$ cat src/design/page_table_map_and_walk_top_defines.svh
// ----------------------------------------------------------------------------
// Page table map and walk: assertion macros
// Shared property forms for the block's concurrent checks.
// ----------------------------------------------------------------------------
`ifndef PAGE_TABLE_MAP_AND_WALK_TOP_DEFINES_SVH
`define PAGE_TABLE_MAP_AND_WALK_TOP_DEFINES_SVH

// same-cycle implication
`define PTMW_ASSERT_NOW(label, ante, cons) \
   label: assert property (@(posedge clock) disable iff (reset) (ante) |-> (cons)) \
      else $error("ptmw: same-cycle check failed");

// next-cycle implication
`define PTMW_ASSERT_NEXT(label, ante, cons) \
   label: assert property (@(posedge clock) disable iff (reset) (ante) |=> (cons)) \
      else $error("ptmw: next-cycle check failed");

`endif

$ cat src/design/ptmw_pkg.sv
// ----------------------------------------------------------------------------
// Page table map and walk: package
// Codes, entry bits and controller/datapath interface types.
// ----------------------------------------------------------------------------
package ptmw_pkg;

   localparam int POOL_TABLES_DEFAULT = 64;

   localparam logic [1:0] REQ_MAP       = 2'd0;
   localparam logic [1:0] REQ_TRANSLATE = 2'd1;
   localparam logic [1:0] REQ_CLONE     = 2'd2;

   localparam logic [1:0] STATUS_OK        = 2'd0;
   localparam logic [1:0] STATUS_EXHAUSTED = 2'd1;
   localparam logic [1:0] STATUS_OUTSIDE   = 2'd2;

   localparam logic CSR_POOL_BASE  = 1'b0;
   localparam logic CSR_POOL_PAGES = 1'b1;

   localparam logic [63:0] ENT_PRESENT = 64'h1;
   localparam logic [63:0] ENT_RW      = 64'h2;
   localparam logic [63:0] ENT_USER    = 64'h4;
   localparam logic [63:0] ENT_PS      = 64'h80;

   localparam logic [48:0] SIZE_4K = 49'h1000;
   localparam logic [48:0] SIZE_2M = 49'h20_0000;

   typedef enum logic [2:0] {
      WR_NONE,
      WR_KCLR,
      WR_ENTRY,
      WR_LINK,
      WR_LEAF,
      WR_ZERO,
      WR_CLONE
   } wr_op_type;

   typedef struct packed {
      logic       load;
      logic       walk_start;
      logic       take;
      logic       cnt_inc;
      logic       desc_ptr;
      logic       desc_new;
      logic       step;
      logic       rd_kroot_cnt;
      logic       finish;
      logic       fin_found;
      logic [1:0] fin_status;
      wr_op_type  wr;
   } cmd_type;

   typedef struct packed {
      logic [1:0] req_type;
      logic [1:0] lvl;
      logic       present;
      logic       ps;
      logic       ptr_ok;
      logic       can_take;
      logic       big;
      logic       last_step;
      logic       root_bad;
      logic       wraps;
      logic       size_zero;
      logic       cnt_last;
   } stat_type;

endpackage

$ cat src/design/ptmw_ctrl.sv
// ----------------------------------------------------------------------------
// Page table map and walk: controller
// Sequences clearing, table walks, allocation sweeps and clone copies.
// ----------------------------------------------------------------------------
module ptmw_ctrl (
   input  logic               clock,
   input  logic               reset,
   input  logic               start,
   output logic               busy,
   input  ptmw_pkg::stat_type stat,
   output ptmw_pkg::cmd_type  cmd
);

   typedef enum logic [3:0] {
      ST_CLEAR,
      ST_IDLE,
      ST_DISPATCH,
      ST_READ,
      ST_MEVAL,
      ST_ZERO,
      ST_LINK,
      ST_NEXT,
      ST_TEVAL,
      ST_CREAD,
      ST_CWRITE
   } state_type;

   state_type state_ff, state_in;

   always_ff @(posedge clock) begin
      if (reset) begin
         state_ff <= ST_CLEAR;
      end else begin
         state_ff <= state_in;
      end
   end

   assign busy = (state_ff != ST_IDLE);

   always_comb begin
      state_in = state_ff;
      cmd      = '0;
      unique case (state_ff)
         ST_CLEAR: begin
            cmd.wr      = ptmw_pkg::WR_KCLR;
            cmd.cnt_inc = 1'b1;
            if (stat.cnt_last) begin
               state_in = ST_IDLE;
            end
         end
         ST_IDLE: begin
            if (start) begin
               cmd.load = 1'b1;
               state_in = ST_DISPATCH;
            end
         end
         ST_DISPATCH: begin
            unique case (stat.req_type)
               ptmw_pkg::REQ_MAP: begin
                  if (stat.root_bad) begin
                     cmd.finish     = 1'b1;
                     cmd.fin_status = ptmw_pkg::STATUS_OUTSIDE;
                     state_in       = ST_IDLE;
                  end else if (stat.wraps || stat.size_zero) begin
                     cmd.finish = 1'b1;
                     state_in   = ST_IDLE;
                  end else begin
                     cmd.walk_start = 1'b1;
                     state_in       = ST_READ;
                  end
               end
               ptmw_pkg::REQ_TRANSLATE: begin
                  cmd.walk_start = 1'b1;
                  state_in       = ST_READ;
               end
               ptmw_pkg::REQ_CLONE: begin
                  if (stat.can_take) begin
                     cmd.take = 1'b1;
                     state_in = ST_CREAD;
                  end else begin
                     cmd.finish     = 1'b1;
                     cmd.fin_status = ptmw_pkg::STATUS_EXHAUSTED;
                     state_in       = ST_IDLE;
                  end
               end
               default: begin
                  cmd.finish = 1'b1;
                  state_in   = ST_IDLE;
               end
            endcase
         end
         ST_READ: begin
            state_in = (stat.req_type == ptmw_pkg::REQ_TRANSLATE) ? ST_TEVAL : ST_MEVAL;
         end
         ST_MEVAL: begin
            if (stat.present) begin
               cmd.wr = ptmw_pkg::WR_ENTRY;
               if (stat.ptr_ok) begin
                  cmd.desc_ptr = 1'b1;
                  state_in     = ST_NEXT;
               end else begin
                  cmd.finish     = 1'b1;
                  cmd.fin_status = ptmw_pkg::STATUS_OUTSIDE;
                  state_in       = ST_IDLE;
               end
            end else if (stat.can_take) begin
               cmd.take = 1'b1;
               state_in = ST_ZERO;
            end else begin
               cmd.finish     = 1'b1;
               cmd.fin_status = ptmw_pkg::STATUS_EXHAUSTED;
               state_in       = ST_IDLE;
            end
         end
         ST_ZERO: begin
            cmd.wr      = ptmw_pkg::WR_ZERO;
            cmd.cnt_inc = 1'b1;
            if (stat.cnt_last) begin
               state_in = ST_LINK;
            end
         end
         ST_LINK: begin
            cmd.wr       = ptmw_pkg::WR_LINK;
            cmd.desc_new = 1'b1;
            state_in     = ST_NEXT;
         end
         ST_NEXT: begin
            if ((stat.lvl == 2'd0) || ((stat.lvl == 2'd1) && stat.big)) begin
               cmd.wr = ptmw_pkg::WR_LEAF;
               if (stat.last_step) begin
                  cmd.finish = 1'b1;
                  state_in   = ST_IDLE;
               end else begin
                  cmd.step = 1'b1;
                  state_in = ST_READ;
               end
            end else begin
               state_in = ST_READ;
            end
         end
         ST_TEVAL: begin
            if (!stat.present) begin
               cmd.finish = 1'b1;
               state_in   = ST_IDLE;
            end else if ((stat.lvl == 2'd0) || ((stat.lvl == 2'd1) && stat.ps)) begin
               cmd.finish    = 1'b1;
               cmd.fin_found = 1'b1;
               state_in      = ST_IDLE;
            end else if (stat.ptr_ok) begin
               cmd.desc_ptr = 1'b1;
               state_in     = ST_READ;
            end else begin
               cmd.finish     = 1'b1;
               cmd.fin_status = ptmw_pkg::STATUS_OUTSIDE;
               state_in       = ST_IDLE;
            end
         end
         ST_CREAD: begin
            cmd.rd_kroot_cnt = 1'b1;
            state_in         = ST_CWRITE;
         end
         ST_CWRITE: begin
            cmd.wr      = ptmw_pkg::WR_CLONE;
            cmd.cnt_inc = 1'b1;
            if (stat.cnt_last) begin
               cmd.finish = 1'b1;
               state_in   = ST_IDLE;
            end else begin
               state_in = ST_CREAD;
            end
         end
         default: begin
            state_in = ST_IDLE;
         end
      endcase
   end

endmodule

$ cat config.mk
export PLATFORM = sky130hd
export DESIGN_NAME = ptmw_ctrl
export DESIGN_NICKNAME = d
export VERILOG_FILES = /design/src/design/page_table_map_and_walk_top_defines.svh /design/src/design/ptmw_pkg.sv /design/src/design/ptmw_ctrl.sv
export SDC_FILE = /design/constraint.sdc
export NUM_CORES = 1
export LEC_CHECK = 0
export BUFFER_PORTS_ARGS = -buffer_cell sky130_fd_sc_hd__clkbuf_2
export CORE_MARGIN = 8
export CORE_UTILIZATION = 47
export DETAILED_ROUTE_END_ITERATION = 8
export PLACE_DENSITY = 0.79
export SETUP_SLACK_MARGIN = 0.4
export SLEW_MARGIN = 5
export SYNTH_ARGS = -nofsm -noshare
export SYNTH_HDL_FRONTEND = slang
export SYNTH_SLANG_ARGS = --single-unit
$ cat constraint.sdc
create_clock -name clock -period 3.17 [get_ports clock]
set_clock_uncertainty 0.15 [all_clocks]
set_input_delay 0.1585 -clock clock [delete_from_list [all_inputs] [get_ports clock]]
set_output_delay 0.1585 -clock clock [all_outputs]
set_load 0.05 [all_outputs]
# Word-level counts from Yosys, hierarchy flattened
# Index checks and enable logic that the tools add are counted.
# W data, S select, Z words.
# totals
reg_bits	4
wordCells	92
# op_classes
reduce_logical	10
n_mux	64
n_eq_ne	17
# op_table
cell	n
$pmux W4 S11	1
$mux W4	10
$mux W1	31
$mux W2	9
$pmux W3 S6	1
$eq A4 B3 Y1 const B	4
$eq A4 B4 Y1 const B	3
$mux W3	4
$pmux W4 S3	1
$eq A4 B2 Y1 const B	2
$ne A2 B2 Y1 const B	3
$pmux W1 S2	3
$pmux W2 S3	1
$pmux W1 S5	1
$eq A2 B1 Y1 const B	2
$eq A4 B1 Y1 const B	1
$logic_not A2 Y1	2
$logic_not A4 Y1	1
$ne A4 B1 Y1 const B	1
$pmux W2 S2	1
$logic_or A1 B1 Y1	3
$pmux W1 S3	1
$reduce_and A3 Y1	1
$reduce_or A3 Y1	1
other kinds (2)	3

# Longest topological paths before layout
# Gate-level depths: netlist of run 1.
# logic_depth
ltp_word	6
depth_mapped	5

# Worst setup path after synthesis of run 1
# Ideal clock, no wire load.
# synth_timing
path_kind	flip-flop to output port
start	reg state_ff[0]
end	out cmd[8] in the netlist's numbering
path_buffers	1
setup_slack_ns	0.618
stages_incl_launch_ff	4
arrival_ns	2.244
cell_sequence	dfxtp_1 -> clkbuf_1 -> inv_1 -> nor4_1
# synth_lines
element	line_no	text
from (decl)	ptmw_ctrl.sv:28	state_type state_ff, state_in;
from (signal assigned)	ptmw_ctrl.sv:34	state_ff <= state_in;
to (decl)	ptmw_ctrl.sv:11	output ptmw_pkg::cmd_type cmd

==> impl_summary.md, run 1 <==
Detailed routing
The total number of vias is 838. After detailed routing, the average wire length per cell comes to 13.6 µm. For this run, design rule violations remaining after detail routing come to 0. For this block, the initial DRC count from the detailed router was 15. The pre-antenna-repair detailed-routing pass consisted of 4 iterations. The via-per-instance ratio is 5.90. The routed wire length is 1930 µm.

The post-route antenna net violation count is 0.

Status
The run finished with clean final reports.

Setup path
The worst setup path is captured at an output pin. The largest driver fanout on the critical path is 23. The worst path arrival time is 2.19 ns. The capture point of the worst path is cmd[3]. The worst register-to-register path has a setup slack of 1.24 ns.

The worst setup path startpoint is state_ff[1]. The endpoint identified for the worst register-to-register timing path is state_ff[0]. The source of the worst register-to-register timing path is state_ff[1]. The worst setup path category is reg -> out. Data on the critical path is required at its endpoint by 2.86 ns.

The worst setup path is launched from a register. For the worst flop-to-flop path, the logic depth is 4.

Place
The placed instance count is 138. The weighted congestion at the end of routability-driven global placement is 0.842. The count of port buffers added during placement is 32. The HPWL after detailed placement is 1490 µm.

STA
Counting I/O delays and the setup requirement, the final critical path takes 2.50 ns. The max-slew violation count is 0. The highest achievable clock rate is 0.400 GHz. The final setup TNS is 0 ns. The worst path uses 78.9% of the clock period. The max-slew headroom at the worst pin is 56.2%. Setup repair after global routing left no endpoint under its margin. For the pin with the worst max-slew slack, the measured transition is 0.656 ns. The number of hold violations in the final report is 0. The number of setup violations in the final report is 0.

Final layout
Cells fill 63.9% of the core in the end. The layout-stage area growth over the synthesis result is 28.1%. After filler insertion, the fill cell instance count of the layout stands at 130. After the flow finishes, the layout carries non-filler instances totaling 142.

The share of layout cells above drive strength 1 is 29.1%. In the final layout, the registers with the most flip-flops are state_ff: 4 flops. The number of flip-flops in the largest register is 4. After the last flow step, the layout net total stands at 146.

The total inserted antenna cells is 0. More flip-flops sit in one register than any other, and that register is state_ff.

Global route
The overall global routing resource usage is 14.2%. The number of global-route vias before repair is 773. The pin count of the biggest net entering global routing is 24. The sum of overflow across all layers after global routing is 0. The first global-routing pass estimated 3200 µm of wire.

The number of antenna violations at the first check in global routing is 0.

Hold path
The kind of path behind the tightest hold check is in -> reg.

CTS
The cell sitting at the root of the clock tree is a clkbuf_4. The number of buffers added by the clock tree synthesis step is 3. The source-to-sink clock delay at the later pin of the worst-skew pair is 0.24 ns.

Once the clock tree was built, the setup fixing pass inserted 0 buffers. The register clock-pin slew on the reported worst setup and hold paths is 0.04 ns. CTS built an H-tree with a depth of 1. The clock tree from TritonCTS is done. The maximum buffer depth of the clock tree is 2. Clock tree synthesis found a total of 4 sinks.

Synth
After synthesis, the share of flip-flops with an asynchronous set or reset is 0%. The most used flip-flop cell after synthesis is dfxtp_1. The commonest cells after synthesis are nor2b_1 (10), nor2_1 (8), nand2_1 (7), nor3_1 (7).

The synthesized netlist cell count is 98. After synthesis, the cell types taking the most area are dfxtp_1 (13%), nor2b_1 (9.8%), nor3_1 (5.5%). In this run, synthesis produced a sequential element count of 4. The share of the yosys chip area belonging to registers is 12.5%. The number of flops mapped to enable cells by yosys is 0.

The post-synthesis area per instance is 6.54 µm². The number of warnings issued by yosys is 0. The share of synthesized area in the top cell type comes to 12.5%. The library cell occupying the most area in the post-synthesis netlist is dfxtp_1. Summing every instance area after synthesis gives 641 µm². The unique cell type count in the Yosys netlist is 35. Counting every net in the synthesized netlist gives 115. In the post-synthesis netlist, the cell with the most instances is nor2b_1.

Floorplanning
In this run the standard cell core region covers 0.00128 mm². The initialized floorplan defines 13 standard-cell rows. The area of the die is 0.00280 mm². The die is 52.9 µm wide. During I/O placement, the number of pins put on the boundary was 33.

The starting density of the core is 49.9%. The die extent in y is 52.9 µm.

Pwr
The total chip power is 0.236 mW. The worst-case vdd ir drop is 118 µV. The leakage power summed over all cells is 0.384 nW. The power per standard cell area is 288 mW/mm².

Flow run
The tool flagged a number of max-cap violations equal to 0.
layout by cell type (no fill, tap or decap), types with 3 or more instances in the layout:
cell / count
inv_1: 6
and3_1: 3
dfxtp_1: 4
o21ai_1: 4
clkbuf_2: 32
a21oi_1: 6
nand2_1: 7
a211oi_1: 4
clkbuf_4: 3
nor2_1: 8
nor3_1: 7
nor2b_1: 10
through the flow:
step                      instance area [µm²]  hold slack, ns  setup slack (ns)
after floorplan                           641          0.0813             0.618
after global placement                    788           0.218             0.983
after detailed placement                  788           0.210             0.958
after CTS                                 821           0.153             0.701
after global routing                      821           0.191             0.568
final                                     821           0.139             0.670
critical path, stage by stage (launching register included):
cell and delay [ns]:
dfxtp_1 0.73, or4b_4 0.58, nor2_1 0.15, a21oi_1 0.10, nor2_1 0.10, clkbuf_2 0.28
power breakdown:
| group | total, mW | switching, mW | internal, mW |
|---|---|---|---|
| logic | 0.107 | 0.0717 | 0.0355 |
| clock network | 0.0632 | 0.0209 | 0.0423 |
| registers | 0.0658 | 0.0126 | 0.0532 |
| total | 0.236 | 0.105 | 0.131 |
timing repair:
| action | in CTS | in global routing |
|---|---|---|
| hold buffers | 1 | 0 |
| hold endpoints to repair | 2 | 0 |
| gates resized for setup | 0 | 0 |
per-layer routing:
metal	wire [µm]	global-route usage [%]	vias to the layer above
li1	-	-	433
met4	14	5.60	0
met3	120	2.24	2
met2	913	23.8	25
met5	0	0	-
met1	886	17.4	378
final cells by class:
| class | instances | area, µm² | share of cell area, % |
|---|---|---|---|
| timing repair buffer | 33 | 170 | 20.7 |
| multi-input combinational | 81 | 507 | 61.7 |
| tap | 15 | 18.8 | 2.29 |
| sequential | 4 | 80.1 | 9.76 |
| clock buffer | 3 | 22.5 | 2.74 |
| inverter | 6 | 22.5 | 2.74 |
cells by family after synthesis:
| family | share of synthesized area, % |
|---|---|
| AND/OR/NAND/NOR | 43.8 |
| AO/OA/AOI/OAI | 35.4 |
| buffers and inverters | 8.40 |
| flip-flops | 12.5 |
worst min path at each step:
| stage | depth (start not counted) | slack [ns] | start | end |
|---|---|---|---|---|
| 2_1_floorplan | 1 | 0.08 | reset | state_ff[2] |
| 3_3_place_gp | 2 | 0.22 | reset | state_ff[2] |
| 3_5_place_dp | 2 | 0.21 | reset | state_ff[2] |
| 4_1_cts | 3 | 0.15 | stat[0] | state_ff[0] |
| 5_1_grt | 3 | 0.19 | stat[0] | state_ff[0] |
| 6_report | 3 | 0.14 | stat[0] | state_ff[0] |
Note: power is estimated with default switching activity, not from simulation.
==> run 2, diff against run 1 <==
ABC_AREA = 1   (was unset)
CORE_UTILIZATION = 38   (was 47)
PLACE_DENSITY = 0.69   (was 0.79)
clock period = 2.08 ns   (was 3.17 ns; I/O delays follow)
==> run 2 against run 1 <==
  * First-iteration DRC count is 100% higher
  * Synthesized area decreased by 8.0%
  * Cell count increased by 18%
  * Die area is 9.5% higher
  * Register-to-register slack worse by 0.57 ns
  * Synthesized cell count rose by 17%
  * Worst hold slack got worse by 0.071 ns
  * Highest routed layer unchanged
==> impl_summary.md, run 2 <==
Place
The half-perimeter wire length after detailed placement is 1730 µm. The weighted congestion at the end of routability-driven global placement is 0.915. Input and output buffers added on the ports amount to 32. The pre-CTS worst setup slack is 0.446 ns.

Counting tap cells, the placed design contains a total of 163 instances.

CTS
In this run the clock root is driven by a clkbuf_4. The number of buffers added by the clock tree synthesis step is 3. The clock tree from TritonCTS is done. The register clock-pin slew on the reported worst setup and hold paths is 0.04 ns. CTS built an H-tree with a depth of 1. The later pin in the worst-skew pair is clocked with a latency of 0.23 ns.

The total number of clock tree sinks is 4. The longest clock path from root to sink contains 2 buffers.

Final layout
The filler cells instantiated in the layout total 133. The post-layout utilization of the core is 65.2%. Compared with the post-synthesis result, the final layout area differs by 64.8%. In the layout the commonest cells are nand2_1 (23), clkbuf_2 (21), inv_1 (14).

The number of flip-flops in the largest register is 4. The total inserted antenna cells is 0. The largest registers in the layout are state_ff: 4 flops. The library cell used most frequently in the layout, excluding fill and tap cells, is nand2_1. For this run, the number of standard cells in the final layout without fillers is 168. Ranked by flip-flop count, first place goes to state_ff. The share of layout cells above drive strength 1 is 44.7%. After the last flow step, the layout net total stands at 171.

Detailed routing
For this run, design rule violations remaining after detail routing come to 0. The routed wire length is 2300 µm. For this block, the initial DRC count from the detailed router was 30. The via-per-instance ratio is 5.46. The total number of vias is 917. In the final routed layout, each cell accounts on average for 13.7 µm.

The first TritonRoute pass finished after 4 iterations. In this run the remaining antenna-violating nets after routing total 0.

Global route
The pin count of the biggest net entering global routing is 7. The first global-routing pass estimated 3540 µm of wire. In the global route stage, overall resource usage came out at 13.1%. The sum of overflow across all layers after global routing is 0. The number of global-route vias before repair came to 851. The number of antenna violations at the first check in global routing is 0.

Synth
The number of register bits inferred by synthesis is 4. Yosys mapped a number of flops with a built-in enable equal to 0. Among all cell types in the netlist, the one instantiated most often is nand2_1. Yosys attributes the largest share of cell area to nand2_1 (17%), nor2_1 (14%), dfxtp_1 (14%). In the synthesized netlist, the number of instances is 115. The share of synthesized registers carrying an async set or reset is 0%.

In this run, distinct cell masters in the synthesized netlist total 18. The commonest register cell after synthesis is dfxtp_1. The post-synthesis area per instance is 5.12 µm². The total nets after synthesis is 132. The top-area cell type share of the netlist area is 17.2%.

Counting instances in the post-synthesis netlist gives the leading cell types as nand2_1 (27), nor2_1 (22), inv_1 (17). The Yosys step of the flow raised 0 warnings. The netlist area before placement is 589 µm². The library cell occupying the most area in the post-synthesis netlist is nand2_1. After synthesis, flip-flops and latches occupy 13.6% of the total area.

Setup path
The critical path in this run is classified as reg -> out. The cell with the biggest individual delay on the critical path is dfxtp_4. The worst setup path is launched from a register. The kind of end point of the critical path is an output pin.

The worst register-to-register path begins at state_ff[2]. STA puts the critical path data required time at 1.83 ns. In this run the critical register-to-register path is captured at state_ff[0]. The critical path's largest stage delay is 0.40 ns. Measured in cells, the most critical reg-to-reg path has a length of 7. The signal on the critical path passes through inv_6 > nor2_4 > nand2_4 > nand2_2 > o211ai_1 > o21ai_1 > clkbuf_8.

Of all nets on the critical path, the largest fanout is 6. In this run the register-to-register setup slack is 0.67 ns. The worst path arrival time is 1.42 ns.

STA
After routing, the total negative slack on setup checks comes to 0 ns. The share of the clock period used by the worst path after layout is 80.7%. The number of hold violations in the final report is 0. Setup repair after global routing could not meet its margin everywhere.

The number of setup violations in the final report is 0. Subtracting the final worst setup slack from the clock period gives 1.68 ns. The slack of the critical path is 0.402 ns. For this run, the top clock speed supported by timing is 0.596 GHz. The transition time at the pin with the least slew margin is 0.341 ns. The max-slew violation count is 0. The max-slew headroom at the worst pin is 77.0%.

Pwr
The switching power is 0.227 mW. The share of total power dissipated in combinational logic is 57.9%. The clock share of power is 21.0%. Dividing total power by cell area gives a power density of 472 mW/mm². The leakage power summed over all cells is 0.506 nW.

The worst-case vdd ir drop is 380 µV. Internal power comes to 0.231 mW. The sequential cell fraction of total power is 21.1%. The total chip power is 0.458 mW.

The net switching fraction of the power is 49.6%.

Floorplanning
Pin placement for this block handled 33 I/O pins. The die extent in y is 55.4 µm. The die is 55.4 µm wide. The die covers 0.00307 mm². The core box area is 0.00149 mm². For this configuration, the core starts out at a cell density of 39.6%. The floorplan has 14 rows.

Status
The flow ran to the end, and the final reports show no timing, DRC or antenna violations.

Flow run
The max-capacitance violation count is 0.

Hold path
The hold path startpoint is stat[0]. The kind of path behind the tightest hold check is in -> reg. The hold path endpoint is state_ff[0]. The worst hold path depth is 3.
-- run 2: worst max path at each step --
stage | startpoint | end | slack, ns | depth (start not counted)
floorplan | state_ff[2] | cmd[1] | 0.37 | 4
global placement | state_ff[0] | cmd[14] | 0.42 | 7
detailed placement | state_ff[0] | cmd[14] | 0.45 | 7
CTS | state_ff[3] | cmd[4] | 0.36 | 7
global route | state_ff[1] | cmd[1] | 0.34 | 5
finish | state_ff[2] | cmd[4] | 0.40 | 7
-- run 2: area by class of cell --
cell class	instances	area (µm²)	area share, %
well taps	16	20.0	2.06
clock buffers	3	22.5	2.32
inverters	19	78.8	8.12
flip-flops and latches	4	92.6	9.54
multi-input cells	92	508	52.3
repair buffers	34	249	25.6
-- run 2: cell families after synthesis --
family          share of synthesized area (%)
simple gates                             55.8
flops                                    13.6
compound gates                           18.5
buf+inv                                  12.1
-- run 2: per-stage QoR --
stage	hold slack [ns]	cell area (µm²)
final	0.0677	971
after global routing	0.0871	971
after CTS	0.0582	903
after detailed placement	0.161	798
after global placement	0.163	798
after floorplan	0.0160	618
-- run 2: power groups by stage --
stage	combinational, mW	clock, mW	sequential [mW]
floorplan	0.170	0	0.0914
global placement	0.228	0	0.0930
detailed placement	0.229	0	0.0932
CTS	0.247	0.0996	0.0931
global route	0.287	0.106	0.0984
finish	0.266	0.0962	0.0966
-- run 2: worst max-delay path, delay by kind of cell (launching register included) --
kind,cells,cell delay [ns]
buffers and inverters,2,0.26
DFF,1,0.40
and+or+nand+nor,3,0.34
AOI/OAI and AO/OA,2,0.21
-- run 2: routing by layer --
metal / track usage [%] / part of all wire, % / vias to the layer above
met3: 4.11 / 7.1 / 6
met1: 14.2 / 40 / 420
li1: - / - / 450
met5: 0 / 0 / -
met4: 7.75 / 2.4 / 0
met2: 21.8 / 51 / 41
-- run 2: repair_timing --
| item | in CTS | in global routing |
|---|---|---|
| gates resized for setup | 21 | 29 |
| hold buffers | 1 | 0 |
| endpoints found under the hold margin | 3 | 0 |
| pin swaps | 0 | 4 |
| cloned | 0 | 0 |
| endpoints found under the setup margin | 12 | 15 |
| setup buffers | 0 | 1 |
==> run 3, diff against run 2 <==
clock period = 1.5 ns   (was 2.08 ns; I/O delays follow)
==> run 3 against run 2 <==
  * Synthesized area stayed put
  * Synthesized cell count stayed put
  * The run now fails in global routing (5_1_grt)
==> impl_summary.md, run 3 <==
STA
The worst-path endpoint category is a primary output. The worst endpoint after global-route timing repair is cmd[4].

Synth
Among all cell types in the netlist, the one instantiated most often is nand2_1. The share of synthesized registers carrying an async set or reset is 0%. For this run, the number of Yosys warnings is 0. The netlist area before placement is 589 µm². The top-area cell type share of the netlist area is 17.2%. The synthesized netlist cell count is 115. Yosys mapped the design onto 18 distinct sky130hd cell types. The total nets after synthesis is 132. Of the synthesized area, sequential elements account for 13.6%. Ranked by instance count, the synthesized netlist is headed by nand2_1 (27), nor2_1 (22), inv_1 (17). After synthesis the netlist holds a flip-flop and latch count of 4.

By area the synthesized netlist is led by nand2_1 (17%), nor2_1 (14%), dfxtp_1 (14%). The commonest register cell after synthesis is dfxtp_1. The library cell occupying the most area in the post-synthesis netlist is nand2_1. The number of flops mapped to enable cells by yosys is 0. The post-synthesis area per instance is 5.12 µm².

CTS
The CTS root buffer is clkbuf_4. The longest clock path from root to sink contains 2 buffers. In this run the number of H-tree levels came out at 1. The total number of clock tree sinks is 4. The number of buffers added by the clock tree synthesis step is 3.

Floorplanning
The die extent in y is 55.4 µm. The number of primary I/O pins is 33. The starting density of the core is 39.6%. The width of the die is 55.4 µm. In this run the core area contains 14 standard-cell rows.

Place
Input and output buffers added on the ports amount to 32. Summed over all nets, the half-perimeter wirelength after detailed placement is 1810 µm. The weighted congestion at the end of routability-driven global placement is 0.875.

Status
The tool reported: "[ERROR DPL-0038] Utilization greater than 100%, impossible to legalize". The failing step is global routing (5_1_grt). The flow did not finish.

Global route
Entering global routing, the biggest net connects 7 pins.
==> run 3: cell counts after synthesis <==
Identical to the previous run, type by type.
==> run 3: cell families after synthesis <==
kind of cell	Yosys count	synth area share, %
flip-flops	4	13.6
buffers and inverters	19	12.1
AO/OA/AOI/OAI	18	18.5
AND/OR/NAND/NOR	74	55.8
==> run 3: repair_timing <==
| item | in CTS |
|---|---|
| hold endpoints to repair | 4 |
| hold buffers | 1 |
| buffers inserted | 6 |
| setup endpoints to repair | 20 |
| gates resized for setup | 47 |
| pin swaps | 10 |
==> run 3: per-stage QoR <==
| step | setup TNS (ns) | worst slack, ns | instance area, µm² | std cells | hold WS (ns) |
|---|---|---|---|---|---|
| floorplan | -0.241 | -0.167 | 797 | 115 | -0.0153 |
| global placement | 0 | 0.0138 | 992 | 165 | 0.122 |
| detailed placement | 0 | 0.0114 | 992 | 165 | 0.119 |
| CTS | -1.08 | -0.133 | 1290 | 175 | 0.0397 |
==> run 4, diff against run 3 <==
CORE_AREA = 8 8 69 71   (was unset)
CORE_MARGIN = unset   (was 8)
CORE_UTILIZATION = unset   (was 38)
DIE_AREA = 0 0 77 79   (was unset)
PLACE_DENSITY = unset   (was 0.69)
PLACE_DENSITY_LB_ADDON = 0.15   (was unset)
SETUP_SLACK_MARGIN = unset   (was 0.4)
clock period = 2 ns   (was 1.5 ns; I/O delays follow)
==> run 4 against run 3 <==
  * The run now ends clean
==> impl_summary.md, run 4 (synthesis results as in run 2) <==
STA
The number of setup violations in the final report is 0. After routing, the total negative slack on setup checks comes to 0 ns. Of the available clock period, the critical path in the final layout requires 91.8%.

The final critical path time including I/O delays and setup is 1.84 ns. The number of hold violations in the final report was 0. Setup repair after global routing left no endpoint under its margin. The max-slew headroom at the worst pin is 79.7%. The highest achievable clock rate is 0.544 GHz.

At the pin with the least slew margin, the transition time is 0.301 ns. The max-slew violation count is 0.

CTS
Clock-pin slew was measured on the worst setup and hold paths at 0.04 ns. The total setup buffers inserted after CTS is 0. The total number of clock tree sinks is 4. The total number of H-tree levels is 1. The later pin in the worst-skew pair is clocked with a latency of 0.23 ns.

In this run the clock root is driven by a clkbuf_8. In this run the deepest clock path goes through 2 buffers. Buffers inserted during clock tree synthesis total 3. TritonCTS built the clock tree.

Status
The run finished with clean final reports.

Detailed routing
The number of DRC markers after the initial detailed-route iteration is 28. The average wire per standard cell is 11.5 µm. The routed wire length is 2300 µm. The DRC violation count after routing is 0. The length of the first detailed-routing pass in iterations is 4. The via-per-instance ratio is 4.26. In this run the remaining antenna-violating nets after routing total 0. The total met2 wirelength after detailed routing is 1130 µm. After detailed routing, no signal wire sits above met4. The met1 layer wirelength in the final routing is 969 µm.

Across all layers, the routed design uses 856 vias. Wire segments on met3 add up to 161 µm in the final route.

Setup path
The cell that appears most often on the critical path is nand2_1. Traced cell by cell, the critical path runs through inv_2 > nor2_2 > nand2_1 > nand2_1 > o21ai_0 > nor2_1 > clkbuf_2. For this run, the slowest stage of the critical path takes 0.44 ns.

Data on the critical path arrives at its endpoint at 1.59 ns. The cell count of the worst reg-to-reg path is 7. The reg-to-reg critical path endpoint is state_ff[0]. The setup slack of the worst register-to-register path is 0.54 ns. The buffers plus inverters on the worst setup path is 2. The largest driver fanout on the critical path is 5. The element type at the critical path start is a register. The required time of the critical path is 1.75 ns. The source of the worst register-to-register timing path is state_ff[2]. The cell family contributing the most delay on the critical path is simple AND/OR/NAND/NOR gates. The setup path with the least slack is of type reg -> out. The kind of end point of the critical path is an output pin.

Among all stages on the critical path, the largest delay is contributed by dfxtp_1.

Place
The count of port buffers added during placement is 32. The weighted congestion at the end of routability-driven global placement is 0.846. Detailed placement ended at an HPWL of 2090 µm.

The placed instance count is 197.

Final layout
The largest registers in the layout are state_ff: 4 flops. The count of cells in the finished layout, fillers not included, comes to 201. The final layout contains 170 nets.

The total inserted antenna cells is 0. More flip-flops sit in one register than any other, and that register is state_ff. The library cells used most frequently in the layout, excluding fill and tap cells, are clkbuf_2 (30), nand2_1 (27), nor2_1 (21). The filler cell count in the final layout is 459. The layout-stage area growth over the synthesis result is 49.5%. The share of layout cells above drive strength 1 is 31.8%. The most frequent standard cell in the layout excluding fill and tap cells is clkbuf_2. The register with the most flip-flops in the layout has 4 of them.

Hold path
The kind of path behind the tightest hold check is in -> reg. The worst hold path was traced through 3 stages. The hold path endpoint is state_ff[0]. The hold path startpoint is stat[0].

Pwr
The design draws 0.508 mW. IR analysis of the VDD net gives a maximum drop of 173 µV. In this run the static leakage power is 0.478 nW. For this design the ratio of total power to cell area is 577 mW/mm².

Floorplanning
The number of primary I/O pins is 33. The width of the die is 77 µm. The area of the die is 0.00608 mm².

The core box area is 0.00380 mm². The die extent in y is 79 µm. The floorplan has 23 rows.

The starting density of the core is 15.5%.

Global route
Global routing finished with a remaining overflow of 0. The number of antenna violations at the first check in global routing is 0. The first global-routing pass estimated 3790 µm of wire.

Global routing used 7.43% of the available tracks. The pin count of the biggest net entering global routing is 7. The number of global-route vias before repair is 851.

Flow run
The max-capacitance violation count is 0.
## run 4: how the worst max path moves through the flow
stage,from,endpoint,slack [ns],cells past startpoint
finish,state_ff[3],cmd[10],0.16,7
global route,state_ff[3],cmd[10],0.009,7
CTS,state_ff[2],cmd[12],0.12,7
detailed placement,state_ff[2],cmd[12],0.35,7
global placement,state_ff[2],cmd[12],0.35,7
floorplan,state_ff[0],cmd[14],0.04,6
## run 4: layout make-up
type                            instances  area, µm²  share of cell area [%]
Tap cell                               50       62.6                    7.10
Clock buffer                            3       41.3                    4.69
Inverter                               19       71.3                    8.10
Timing Repair Buffer                   33        173                    19.6
Multi-Input combinational cell         92        453                    51.4
Sequential cell                         4       80.1                    9.09
## run 4: worst register-to-register path, cell delays in order, from the launching register on
cell and delay (ns):
dfxtp_1 0.42, inv_2 0.10, nand2_2 0.13, nor2_4 0.05, inv_1 0.14, nand3_1 0.12, nor3_1 0.15, a21oi_1 0.08
## run 4: power breakdown
part           internal, mW  switching [mW]  total [mW]
logic                0.0622           0.174       0.237
clock network         0.129          0.0483       0.177
registers            0.0871         0.00735      0.0945
## run 4: metrics by stage
step                utilization (%)  hold WS (ns)  worst slack (ns)  cell area [µm²]
finish                         23.2        0.0639             0.163              881
global route                   23.2        0.0740           0.00940              881
CTS                            23.1        0.0636             0.116              876
detailed placement             21.7         0.170             0.351              825
global placement               21.7         0.175             0.346              825
floorplan                         -        0.0194            0.0423              602
## run 4: layer usage
metal | track usage (%) | vias up
li1 | - | 447
met1 | 8.05 | 369
met2 | 13.3 | 35
met3 | 2.26 | 5
met4 | 3.02 | 0
met5 | 0 | -
## run 4: what timing repair did
action / in CTS / in global routing
hold buffers: 1 / 0
endpoints found under the hold margin: 3 / 0
endpoints found under the setup margin: 0 / 2
resized for setup: 0 / 4
